$ cat config.mk
export PLATFORM = sky130hd
export DESIGN_NAME = ctk_ram
export DESIGN_NICKNAME = d
export VERILOG_FILES = /design/src/sv/ctk_ram.sv
export SDC_FILE = /design/constraint.sdc
export NUM_CORES = 2
export LEC_CHECK = 0
export ABC_AREA = 0
export BUFFER_PORTS_ARGS = -buffer_cell sky130_fd_sc_hd__buf_4
export CAP_MARGIN = 20
export CORE_ASPECT_RATIO = 0.6
export CORE_UTILIZATION = 27
export DETAILED_ROUTE_END_ITERATION = 8
export PLACE_DENSITY_LB_ADDON = 0.3
export SLEW_MARGIN = 20
export SYNTH_ARGS = -nofsm -noshare
export SYNTH_HDL_FRONTEND = slang
export SYNTH_SLANG_ARGS = --single-unit
$ cat constraint.sdc
create_clock -name i_clk -period 3.5 [get_ports i_clk]
set_input_delay 0.35 -clock i_clk [delete_from_list [all_inputs] [get_ports i_clk]]
set_output_delay 0.35 -clock i_clk [all_outputs]
set_load 0.005 [all_outputs]
$ cat src/sv/ctk_ram.sv
module ctk_ram #(
    parameter int WIDTH = 16,
    parameter int DEPTH = 256,
    localparam int AW = (DEPTH > 1) ? $clog2(DEPTH) : 1
) (
    input  logic             i_clk,
    input  logic             i_wr_en,
    input  logic [AW-1:0]    i_wr_addr,
    input  logic [WIDTH-1:0] i_wr_data,
    input  logic             i_rd_en,
    input  logic [AW-1:0]    i_rd_addr,
    output logic [WIDTH-1:0] o_rd_data
);

    logic [WIDTH-1:0] r_mem [DEPTH];
    logic [WIDTH-1:0] r_rd_data;

    // One write port and one registered read port.
    always_ff @(posedge i_clk) begin
        if (i_wr_en) begin
            r_mem[i_wr_addr] <= i_wr_data;
        end
        if (i_rd_en) begin
            r_rd_data <= r_mem[i_rd_addr];
        end
    end

    assign o_rd_data = r_rd_data;

endmodule

After elaboration in Yosys (flattened, before gate mapping) --
Memories as Yosys holds them, arrays and structs flattened. A register that Yosys moved wholly into a read port is not among the register bits. Index checks and enable logic that the tools add are counted.
Storage, ports and cells: flip-flop bits (word level) 0, memory bits (writable) 4096, output and inout bits 16, logic and storage cells 3, memories 1
Memory list:
- r_mem | depth 256, bits a word 16, read ports 1, clocked after memory_dff 1, write ports 1, RTL line 15 | logic [WIDTH-1:0] r_mem [DEPTH];
Operators by class: mux-type cells 2
Operators with widths (count):
- two-way mux 1 bit | 2

Logic depth before layout (Yosys ltp) --
depth after elaboration 2, mapped depth 12, mapped depth without buffers 6

Least setup slack after synthesis --
No wires, ideal clock.
kind input to register, start point input port i_rd_addr[0], end point register r_rd_data[4] (netlist: o_rd_data[4]), read port of r_mem (data pin), arrival 2.334 ns, slack 0.901 ns, cell stages on the path 8, cells stage by stage buf_6 > buf_6 > buf_2 > mux4_2 > mux4_2 > a22o_1 > o32ai_2 > nor4_2
RTL lines:
- start: declaration | RTL line 11 | input logic [AW-1:0] i_rd_addr,
- end: declaration | RTL line 16 | logic [WIDTH-1:0] r_rd_data;

==> out/metrics.cfg <==
[critical_path]
crit_path_end_kind=flop
criticalPathCategory=input pin to flop
rr_endpoint=o_rd_data[3]
critical_path.max_fanout=49
start_kind=input pin
worst_ep_arrival_time_ps=4180
r2r.worst_path.cells=9
ff2ff_setup_slack_ps=210
critPathRequiredTime_ps=4320
r2r_start=r_mem[202][3]

[synthesis]
syn_area_sq_mm=0.1589
synth_xor_area_share_pct=0
synth_top_family_by_area=multiplexers
synth_mux_area_share_pct=15.48
synthDistinctLibCells=51
synth-seq-cells=4112
syn_inst=7360
yosysSeqAreaShare_pct=77.72
yosys.area_share.simple_pct=1.573
ys_warn_count=0
syn_avg_cell_area_sq_um=21.59
synth_fp_nets=7395
synth_fa_ha_area_share_pct=0
synth-compound-area-share_pct=3.534

[finish]
drive_gt1_share_pct=29.72
layout_commonest_cell=edfxtp_1
final_cell_mix=edfxtp_1 (4112), buf_4 (836), mux4_2 (797)
finalNetCount=8305
areaGrowthSynthToFinish_pct=17.93

[worst_hold_path]
hold_depth=1
hold_start=i_wr_data[13]
hp-class=input pin to flop
hold_path_end=r_mem[88][13]

[global_route]
grt_pass1_wl_microns=686700
grt_use_total_pct=16.58
grt_max_degree=109
antenna_found_initial=60
grt_pass1_vias=80415
overflow=0

[cts]
htree_levels=5
cts.sinks=4112
cts_tree=built
cts_buffers=356
clk_pin_slew_ps=70
cts_setup_buffers=0
cts-root-buf=clkbuf_16
clk_latency_ps=980
clockBufferDepth=4

[power_and_ir_drop]
peakVddDrop_mv=0.3630
powerDensity_mw_per_mm2=539.0
power_mw=101.0
combPwrFrac_pct=6.1
p_leak_nw=58.78
power.share.switching_pct=22.50
pwr-share-clk_pct=40.0
power_frac_seq_pct=53.8
net-switching-power_mw=22.72
p_int_mw=78.27

[floorplanning]
start_util_pct=27.19
die_w_microns=992.3
coreArea_sq_mm=0.5843
fp.dieH_microns=596.2
num_rows=217
die-area_sq_mm=0.5916
io_pins=51

[timing]
fmax_mhz=297.5
setup_viol_count_final=0
post-route-period-util_pct=96.04
slew_violations=0
tightest_slew_ps=1238
hold-worst-slack_ps=-62.62
layout_min_cycle_time_ps=3361
skew_ps=76.06
finalHoldViolations=4
slew_headroom_pct=17.47
rsz0062_at_grt=false
tns_ps=0

[place]
place_hpwl_microns=332800
place.gp.congestion=0.8774
port_buffers=50

[routing]
vias_per_cell=5.101
wl_microns=507500
drt_iter0_markers=13311
first_pass_iters=6
drc=0
vias=83390
wire_per_inst_microns=31.05
ant_nets=0

[outcome]
status=finished with violations
violations=negative hold slack

[run]
max_cap_violations=0

worst max-delay path, cell delays in order:
cell and delay (ps):
buf_16 180, buf_4 250, buf_12 330, mux2i_1 210, o221ai_2 360, o32ai_1 220
buf_4 210, a21oi_4 290, buf_4 190, nand4_1 750, nor4_2 540, buf_4 160
cell families (layout without fill, tap and decap cells):
family                 Yosys count  after routing
flip-flops                    4112           4112
multiplexers                  1450           1450
AO/OA/AOI/OAI                  786            786
AND/OR/NAND/NOR                556            556
buffers and inverters          456           1649
other                            0             20
repair_timing:
item,in CTS,in global routing
hold buffers,16,0
setup endpoints to repair,1,2
pin swaps,0,2
resized for setup,1,5
endpoints found under the hold margin,549,0
cloned,0,0
synth_stat cells, drive strengths merged:
master   instances  area, sq um
nor4bb           2        20.02
or2              5        31.28
nand2b           3        18.77
o221ai         253         2222
a2111oi          6        52.55
or4b             1        10.01
a22oi           43        322.8
or3b             1        8.760
a21oi          175        875.8
and2             2        12.52
o22ai          148        925.9
a21o             2        15.01
nand4           26        162.7
o21ai           38        190.2
mux4           797        17950
nor2           304         1141
or3              2        12.51
o31ai           16        120.1
buf            222         1809
o32ai           21        191.4
nand4b           3        26.28
nor2b            9        56.30
a211oi          18        135.1
inv              4        15.01
nand3b           1        7.510
a31oi            6        37.54
nor3            92        460.4
mux2i          565         5655
nor4            18        118.9
and4             2        17.52
clkbuf         230        863.3
nand3           35        175.2
a22o            32        280.3
nor3b            1        7.510
mux2            88        991.0
edfxtp        4112       123500
a221oi          28        245.2
nand2           38        142.6
and3            11        68.82
layer usage:
layer  global-route usage, %  vias to the layer above  part of all wire (%)
met5                       0                        -                 0.010
met4                   2.813                        8                   1.8
met3                   6.053                      533                    13
met2                   21.83                     4493                    39
met1                   25.98                    45229                    46
li1                        -                    33127                     -
how the worst max path moves through the flow:
stage / slack, ps / start / to
floorplan: 900 / i_rd_addr[0] / o_rd_data[4]
global placement: -1220 / i_rd_addr[1] / o_rd_data[3]
detailed placement: -1100 / i_rd_addr[0] / o_rd_data[3]
CTS: 40 / i_rd_addr[0] / o_rd_data[13]
global route: 110 / i_rd_addr[0] / o_rd_data[3]
finish: 140 / i_rd_addr[0] / o_rd_data[3]
power groups by stage:
stage	sequential (mW)	clock [mW]	combinational, mW
after floorplan	55.4	0	2.68
after global placement	55.4	0	6.03
after detailed placement	55.4	0	6.11
after CTS	54.4	41.0	6.14
after global routing	54.3	42.9	6.45
final	54.3	40.4	6.20
per-stage QoR:
step                area, sq um  hold WS, ps  util [%]  instances  setup slack, ps
finish                   187400       -62.62     32.07      16347            138.6
floorplan                158900        448.9         -       7360            901.1
CTS                      187300        10.69     32.05      16327            43.05
global route             187300        37.68     32.06      16335            106.8
global placement         175600        824.1     30.05      15669            -1220
detailed placement       175600        831.9     30.06      15670            -1095
registers in the layout (all words and copies together) (netlist names):
register	count
o_rd_data	16
r_mem	4096
area by class of cell:
cell class / instances / area (sq um)
fillers: 55281 / 396900
flip-flops and latches: 4112 / 123500
multi-input cells: 2792 / 33200
well taps: 7774 / 9727
repair buffers: 1004 / 9387
clock buffers: 434 / 9265
clock inverters: 207 / 2225
diodes: 20 / 50.05
inverters: 4 / 27.53
No activity file was read; power rests on OpenSTA's default activity.
