File: src/sv/ctk_pkg.sv
package ctk_pkg;

    // Default sizes of the stores.
    localparam int DOC_MAX_DEF = 4096;
    localparam int DIM_MAX_DEF = 256;
    localparam int K_MAX_DEF   = 16;

    // Fixed datapath widths.
    localparam int ELEM_W = 16;
    localparam int ID_W   = 32;
    localparam int LEN_W  = 9;
    localparam int BC_W   = 5;
    localparam int SUM_W  = 40;
    localparam int ROOT_W = 20;
    localparam int ACC_W  = 40;
    localparam int NUM_W  = 41;
    localparam int DEN_W  = ROOT_W + 1;
    localparam int RANK_W = 4;

    // Configuration register indexes.
    localparam logic CFG_VECTOR_LENGTH = 1'b0;
    localparam logic CFG_BEST_COUNT    = 1'b1;

    // Result status codes.
    typedef enum logic [2:0] {
        ST_ADDED = 3'd0,
        ST_MATCH = 3'd1,
        ST_NODOC = 3'd2,
        ST_LEN   = 3'd3,
        ST_ZERO  = 3'd4,
        ST_FULL  = 3'd5
    } t_status;

    // Sequencer states.
    typedef enum logic [3:0] {
        S_IDLE, S_STAT, S_SQRT, S_N_RD, S_N_GO, S_N_DIV, S_ADD_END,
        S_Q_DOC, S_Q_DOT, S_Q_DIV, S_Q_INS, S_OUT
    } t_state;

    // True when entry a ranks before entry b: higher score, then lower id.
    function automatic logic ranks_before(input logic signed [ELEM_W-1:0] sa,
                                          input logic [ID_W-1:0] ia,
                                          input logic signed [ELEM_W-1:0] sb,
                                          input logic [ID_W-1:0] ib);
        ranks_before = (sa > sb) || ((sa == sb) && (ia < ib));
    endfunction

endpackage

File: src/sv/ctk_div.sv
module ctk_div (
    input  logic                      i_clk,
    input  logic                      i_rst_n,
    input  logic                      i_start,
    input  logic [ctk_pkg::NUM_W-1:0] i_num,
    input  logic [ctk_pkg::DEN_W-1:0] i_den,
    output logic                      o_busy,
    output logic                      o_done,
    output logic [ctk_pkg::NUM_W-1:0] o_quo
);
    import ctk_pkg::*;

    localparam int CW = $clog2(NUM_W + 1);

    logic [NUM_W-1:0] r_num;
    logic [NUM_W-1:0] r_quo;
    logic [DEN_W-1:0] r_den;
    logic [DEN_W-1:0] r_rem;
    logic [CW-1:0]    r_cnt;
    logic             r_busy;
    logic             r_done;
    logic [DEN_W:0]   n_trial;
    logic             n_fit;

    // One quotient bit per cycle, restoring form.
    always_comb begin
        n_trial = {r_rem, r_num[NUM_W-1]};
        n_fit   = n_trial >= {1'b0, r_den};
    end

    always_ff @(posedge i_clk) begin
        if (!i_rst_n) begin
            r_busy <= 1'b0;
            r_done <= 1'b0;
        end else begin
            r_done <= 1'b0;
            if (i_start) begin
                r_busy <= 1'b1;
                r_cnt  <= CW'(NUM_W);
                r_num  <= i_num;
                r_den  <= i_den;
                r_rem  <= '0;
                r_quo  <= '0;
            end else if (r_busy) begin
                r_rem <= n_fit ? DEN_W'(n_trial - {1'b0, r_den}) : DEN_W'(n_trial);
                r_quo <= {r_quo[NUM_W-2:0], n_fit};
                r_num <= {r_num[NUM_W-2:0], 1'b0};
                r_cnt <= r_cnt - 1'b1;
                if (r_cnt == CW'(1)) begin
                    r_busy <= 1'b0;
                    r_done <= 1'b1;
                end
            end
        end
    end

    assign o_busy = r_busy;
    assign o_done = r_done;
    assign o_quo  = r_quo;

endmodule

File: config.mk
export PLATFORM = sky130hd
export DESIGN_NAME = ctk_div
export DESIGN_NICKNAME = d
export VERILOG_FILES = /design/src/sv/ctk_pkg.sv /design/src/sv/ctk_div.sv
export SDC_FILE = /design/constraint.sdc
export NUM_CORES = 1
export LEC_CHECK = 0
export BUFFER_PORTS_ARGS = -buffer_cell sky130_fd_sc_hd__buf_4
export CAP_MARGIN = 30
export CORE_AREA = 2 2 130 132
export CTS_CLUSTER_SIZE = 12
export DETAILED_ROUTE_END_ITERATION = 16
export DIE_AREA = 0 0 132 134
export SLEW_MARGIN = 20
export SYNTH_ARGS = -nofsm -noshare
export SYNTH_HDL_FRONTEND = slang
export SYNTH_SLANG_ARGS = --single-unit
File: constraint.sdc
create_clock -name i_clk -period 12.5 [get_ports i_clk]
set_clock_uncertainty 0.15 [all_clocks]
set_input_delay 1.875 -clock i_clk [delete_from_list [all_inputs] [get_ports i_clk]]
set_output_delay 1.875 -clock i_clk [all_outputs]
set_load 0.005 [all_outputs]
# After elaboration in Yosys (flattened, before gate mapping)
# Cells that the tools add are included.
# Widths: inputs -> output; s select.
[totals] reg_bits=132 latch_bits=0 ramBits=0 romBits=0 in_bits=65 output_inout_bits=43 wordCells=27 memories=0
[classes] addsub=2 mul=0 n_div=0 order_cmp=1 eq_ne=1 n_shift=0 mux=10 bitwise_logic=2 n_reduce_logical=4
[ops] operator="$mux 41" count=3
[ops] operator="$mux 21" count=2
[ops] operator="$ge 22x21->1" count=1
[ops] operator="$sub 21x21->21" count=1
[ops] operator="$eq 6x1->1 const B" count=1
[ops] operator="$mux 6" count=1
[ops] operator="$sub 6x1->6 const B" count=1
[ops] operator="$mux 1" count=4
[ops] operator="$reduce_and 2->1" count=2
[ops] operator="$reduce_or 3->1" count=1
[ops] operator="$not 1->1" count=2
[ops] operator="$reduce_bool 2->1" count=1

# Logic depth before layout (Yosys ltp)
# Gate-level depths: netlist of the first run.
[depth] word_depth=4 depth_mapped=13 depth_no_buf=11

# Worst setup path before layout of the first run
# No wires, ideal clock.
[synth_timing] path_kind="input port to flip-flop" start="input i_start" end="register r_quo[0], in the netlist o_quo[0] (enable)" setup_ps=478 t_arrival_ps=4865 required_time_ps=11872 slack_ps=7008 stages=3 path_buffers=2 cell_sequence="clkbuf_1 > clkbuf_1 > o21a_1"
[synth_via] elab_chain_cells=2
[synth_lines] item="start: declaration" line_no="ctk_div.sv:4" source="input logic i_start,"
[synth_lines] item="$reduce_bool 2->1 (no line)"
[synth_lines] item="$reduce_and 2->1 (no line)"
[synth_lines] item="end signal: assignment" line_no="ctk_div.sv:46" source="r_quo <= {r_quo[NUM_W-2:0], n_fit};"
[synth_lines] item="end: declaration" line_no="ctk_div.sv:16" source="logic [NUM_W-1:0] r_quo;"
# No other way between the ends.
# A chain may end at the register's enable or synchronous reset.

# Worst setup path in the final report of the first run
[layout_timing] start="input i_start" end="register r_num[36] (enable)"
[layout_via] elab_chain_cells=2
[layout_lines] item="$reduce_bool 2->1 (no line)"
[layout_lines] item="$reduce_and 2->1 (no line)"
[layout_lines] item="end signal: assignment" line_no="ctk_div.sv:40" source="r_num <= i_num;"
[layout_lines] item="end signal: assignment" line_no="ctk_div.sv:47" source="r_num <= {r_num[NUM_W-2:0], 1'b0};"
[layout_lines] item="end: declaration" line_no="ctk_div.sv:15" source="logic [NUM_W-1:0] r_num;"
# No other way between the ends.

==> results of run 1 <==
==> routing by layer <==
metal / share of wire [%] / GRT usage (%) / up-vias
met5: 0 / 0 / -
met4: 1.3 / 5.56 / 0
met3: 8.0 / 6.39 / 16
met2: 45 / 23.8 / 113
met1: 45 / 19.5 / 1986
li1: - / - / 2035
==> report_power, final <==
group | switching [W] | internal (W)
Sequential | 0.0000148 | 0.000530
Clock | 0.000189 | 0.000293
Combinational | 0.000122 | 0.0000947
==> cell families (layout without fill, tap and decap cells) <==
logic type | Yosys count | after routing | synth area share [%]
DFF | 132 | 132 | 61.8
xor gates and xnor gates | 17 | 17 | 2.33
AOI/OAI and AO/OA | 82 | 82 | 8.30
and+or+nand+nor | 148 | 148 | 11.8
muxes | 43 | 43 | 7.53
buffers and inverters | 53 | 172 | 3.39
adders and majority gates | 24 | 24 | 4.82
==> through the flow <==
step	std cells	power [W]	util [%]
2_1_floorplan	499	0.000704	-
3_3_place_gp	805	0.000768	45.3
3_5_place_dp	806	0.000769	45.4
4_1_cts	838	0.00126	48.9
5_1_grt	838	0.00130	48.9
6_report	838	0.00124	48.9
==> final timing paths <==
path	start	to	depth (start not counted)	slack [ns]
max	i_start	r_num[36]	3	8.74
min	o_busy	o_done	2	0.31
max reg2reg	r_num[40]	r_rem[16]	11	9.26
min reg2reg	o_busy	o_done	2	0.31
==> cell usage after synthesis (all sizes together), types with 2 or more instances <==
cell     number  area, um^2
a2111oi       2        17.5
a211oi        9        67.6
a21o          2        15.0
a21oi        32         164
a31oi         3        18.8
and2          4        25.0
and3          3        18.8
buf          11        58.8
clkbuf       13        48.8
dfxtp         2        40.0
edfxtp      130        3900
ha           23         288
inv          28         105
mux2         40         450
mux2i         3        30.0
nand2        36         135
nand2b        3        18.8
nand3        12        65.1
nand4         4        25.0
nor2         25        93.8
nor2b        42         263
nor3         12        60.1
nor4          2        12.5
o211a         2        20.0
o211ai        4        30.0
o21a          4        30.0
o21ai        13        65.1
o21bai        3        22.5
o31ai         2        15.0
o41ai         2        25.0
or2           2        12.5
xnor2         6        52.6
xor2         11        96.3
==> sequential cells by signal, summed over array words and instances, names as in the netlist <==
register and count:
o_busy 1, r_cnt 6, r_rem 21, r_den 21
o_quo 41, o_done 1, r_num 41
==> final cells by class <==
class | instances | area, um^2
Fill cell | 1447 | 8330
Sequential cell | 132 | 3940
Multi-Input combinational cell | 314 | 2230
Timing Repair Buffer | 111 | 841
Clock buffer | 20 | 437
Tap cell | 220 | 275
Clock inverter | 12 | 130
Inverter | 29 | 109
==> worst max-delay path: cells and delay by family <==
| kind | cells | cell delay [ns] |
|---|---|---|
| buffers and inverters | 2 | 1.06 |
| AO/OA/AOI/OAI | 1 | 0.62 |
==> qor.yml, run 1 <==
final-setup-viol-count: 0
async_flop_share_pct: 0
grt_max_degree: 74
grt_usage_pct: 15.4
synthesis.nets: 588
port_buffers: 107
wirelength_um: 13200
crit_required_ns: 12.39
synthCells: 499
cts_tree: "yes"
synth_edf_count: 130
hold_violations: 0
worstPathArrival_ns: 3.65
htree_levels: 4
synth-seq-cells: 132
min_period_ns: 3.76
synth_area_um2: 6380
io_pins: 108
hpwl_um: 9000
cp_cell_sequence: "buf_4 -> o21a_4 -> buf_4"
whs_ns: 0.312
final_area_um2: 7960
yosys_warnings: 0
clk_latency_ns: 0.41
period_share_pct: 30.1
cts_resized: 0
placementRows: 47
first_pass_iters: 4
dr_total_vias: 4150
dpl_worst_slack_ns: 8.25
status: "finished, final reports clean"
grt_antenna_before_repair: 0
layout_common_cells: "edfxtp_1 (130), buf_4 (110), nor2b_1 (42)"
clock_sinks: 132
syn_avg_cell_area_um2: 12.8
leakagePower_nw: 3.10
max_cap_viol_count: 0
core_um2: 16300
cp-start-kind: "input port"
grt_pass1_vias: 4250
num_antenna_cells: 0
rsz0062_at_grt: "false"
die_area_um2: 17700
cts_setup_buffers: 0
crit_top_cell: "buf_4"
slowest_delay_ns: 0.72
grt_overflow: 0
pwr_density_cell_nw_per_um2: 156
viasPerCell: 4.95
fin_setup_tns_ns: 0
ys_seq_area_share_pct: 61.8
min_path_type: "reg2reg"
critical-path-slowest-cell: "buf_4"
clk_pin_slew_ns: 0.06
drive_gt1_share_pct: 29.6
drt_iter0_markers: 274
cts_root_buf: "clkbuf_16"
hold_buffers: 0
fin_nets: 694
grt_pass1_wl_um: 21600
layout_setup_ws_ns: 8.74
worst_pin_slew_ns: 0.764
placed_area_um2: 7400
start_util_pct: 39.2
synthFlopType: "edfxtp_1"
drcViolationCount: 0
clk_path_buf_depth: 2
die_h_um: 134
slew_violations: 0
yosys.cell_types.count: 49
peakVddDrop_mv: 0.0921
relSlewSlack_pct: 47.7
max_freq_mhz: 266
layout_commonest_cell: "edfxtp_1"
cts_inserted_buffers: 17
die_w_um: 132
area.growth.synth_to_final_pct: 24.8
cp-end-kind: "register"
gp_congestion: 0.906
wl_per_cell_um: 15.8
path_class: "in2reg"
ant_nets: 0
cp_max_fo: 62
No activity file was read; power rests on OpenSTA's default activity.
==> inputs of run 2 (changes only) <==
- clock period: 12.5 -> 3.3 ns (I/O delays scaled with it)
==> qor.yml, run 2 (same netlist as run 1, synthesis figures left out) <==
crit_start: "r_num[40]"
path_class: "reg2reg"
fillers: 1453  # +0.41%
ant_nets: 0  # unchanged
path_buf_inv: 2  # unchanged
clk_path_buf_depth: 2  # unchanged
dp_cells: 816  # +1.2%
cp_max_fo: 3  # -95%
max_cap_viol_count: 0  # unchanged
utilization_pct: 50.0  # +1.1 points
htree_levels: 4  # unchanged
stdcell_count: 848  # +1.2%
grt_overflow: 0  # unchanged
status: "finished, final reports clean"
worst_pin_slew_ns: 0.634  # -0.130 ns
die_h_um: 134  # unchanged
num_antenna_cells: 0  # unchanged
grt_pass1_vias: 4337  # +2.0%
min_path_type: "in2reg"
crit_required_ns: 3.31  # -9.08 ns
fin_nets: 704  # +1.4%
regArea_um2: 3940  # unchanged
critPathTopFamily: "compound AO/OA/AOI/OAI gates"
cts_tree: "yes"
wirelength_um: 13500  # +1.8%
fin_setup_tns_ns: 0  # unchanged
slew_violations: 0  # unchanged
rr_endpoint: "r_rem[10]"
start_util_pct: 39.2  # unchanged
core_um2: 16300  # unchanged
area.growth.synth_to_final_pct: 27.7
clk_pin_slew_ns: 0.06  # about the same
final-setup-viol-count: 0  # unchanged
slowest_delay_ns: 0.60  # -0.12 ns
grt_pass1_wl_um: 21800  # +1.1%
rsz0062_at_grt: "false"
cts_inserted_buffers: 17  # unchanged
layout_commonest_cell: "edfxtp_1"
drcViolationCount: 0  # unchanged
multi_input_area_um2: 2230  # +0.11%
drt_iter0_markers: 252  # -8.0%
peakVddDrop_mv: 0.364  # +300%
wl_per_cell_um: 15.9  # +0.62%
grt_max_degree: 66  # -11%
dr_total_vias: 4254  # +2.5%
clk_latency_ns: 0.42  # about the same
layout_common_cells: "edfxtp_1 (130), buf_4 (120), nor2b_1 (42)"
reg2reg_setup_slack_ns: 0.30  # -8.96 ns
drive_gt1_share_pct: 31.5  # +1.9 points
r2r-start: "r_num[40]"
cp.depth: 11  # +8
grt_antenna_before_repair: 0  # unchanged
gp_congestion: 0.906  # unchanged
grt_usage_pct: 15.7  # +0.29 points
die_w_um: 132  # unchanged
whs_ns: 0.102  # -0.210 ns
pwr_density_cell_nw_per_um2: 621  # +300%
hpwl_um: 9210  # +2.3%
port_buffers: 107  # unchanged
hold_violations: 0  # unchanged
reg2regPathDepth: 11  # unchanged
cp-start-kind: "register"
critical-path-slowest-cell: "a2111oi_0"
period_share_pct: 91.0
crit_end: "r_rem[10]"
relSlewSlack_pct: 57.5  # +9.7 points
clock_sinks: 132  # unchanged
die_area_um2: 17700  # unchanged
max_freq_mhz: 333
leakagePower_nw: 3.21  # +3.5%
placementRows: 47  # unchanged
cts_root_buf: "clkbuf_16"
viasPerCell: 5.02  # +1.3%
cp_cell_sequence: "inv_1 -> ha_1 -> inv_1 -> fa_1 -> a21oi_1 -> o21ai_0 -> a2111oi_0 -> o41ai_1 -> xor2_1 -> nand2_1 -> a21oi_1"
worstPathArrival_ns: 3.01  # -0.64 ns
io_pins: 108  # unchanged
cp-end-kind: "register"
min_period_ns: 3.00
first_pass_iters: 4  # unchanged
[run 2: per-stage QoR]
| stage | instance area (um^2) | power [W] | worst slack [ns] |
|---|---|---|---|
| floorplan | 6380 | 0.00266 | 0.305 |
| global placement | 7480 | 0.00293 | 0.210 |
| detailed placement | 7480 | 0.00294 | 0.119 |
| CTS | 8140 | 0.00510 | 0.107 |
| global route | 8150 | 0.00528 | 0.0269 |
| finish | 8150 | 0.00505 | 0.297 |
[run 2: layout make-up]
cell class / instances / share of cell area, %
flip-flops and latches: 132 / 48.4
multi-input cells: 314 / 27.4
clock buffers: 17 / 5.22
well taps: 220 / 3.38
repair buffers: 121 / 11.3
clock inverters: 15 / 2.96
inverters: 29 / 1.34
[run 2: worst min-delay path by stage]
stage,start,end,depth (start not counted)
detailed placement,o_busy,o_done,2
finish,i_den[13],r_den[13],1
global placement,o_busy,o_done,2
floorplan,o_busy,o_done,2
global route,i_den[7],r_den[7],1
CTS,i_den[7],r_den[7],1
[run 2: power by group]
group          total (W)  switching, W  internal [W]
clock network    0.00214      0.000779       0.00136
logic           0.000854      0.000471      0.000384
registers        0.00206     0.0000526       0.00200
[run 2: what timing repair did]
| item | in CTS | in global routing |
|---|---|---|
| buffers inserted | 0 | 0 |
| gates resized for setup | 0 | 1 |
| hold buffers | 0 | 0 |
| endpoints found under the setup margin | 0 | 13 |
[run 2: metal layers]
metal	up-vias	GRT usage, %	part of all wire (%)
met5	-	0	0
met4	0	6.22	1.9
met3	23	6.92	8.0
met2	109	24.4	46
met1	2063	19.3	44
li1	2059	-	-
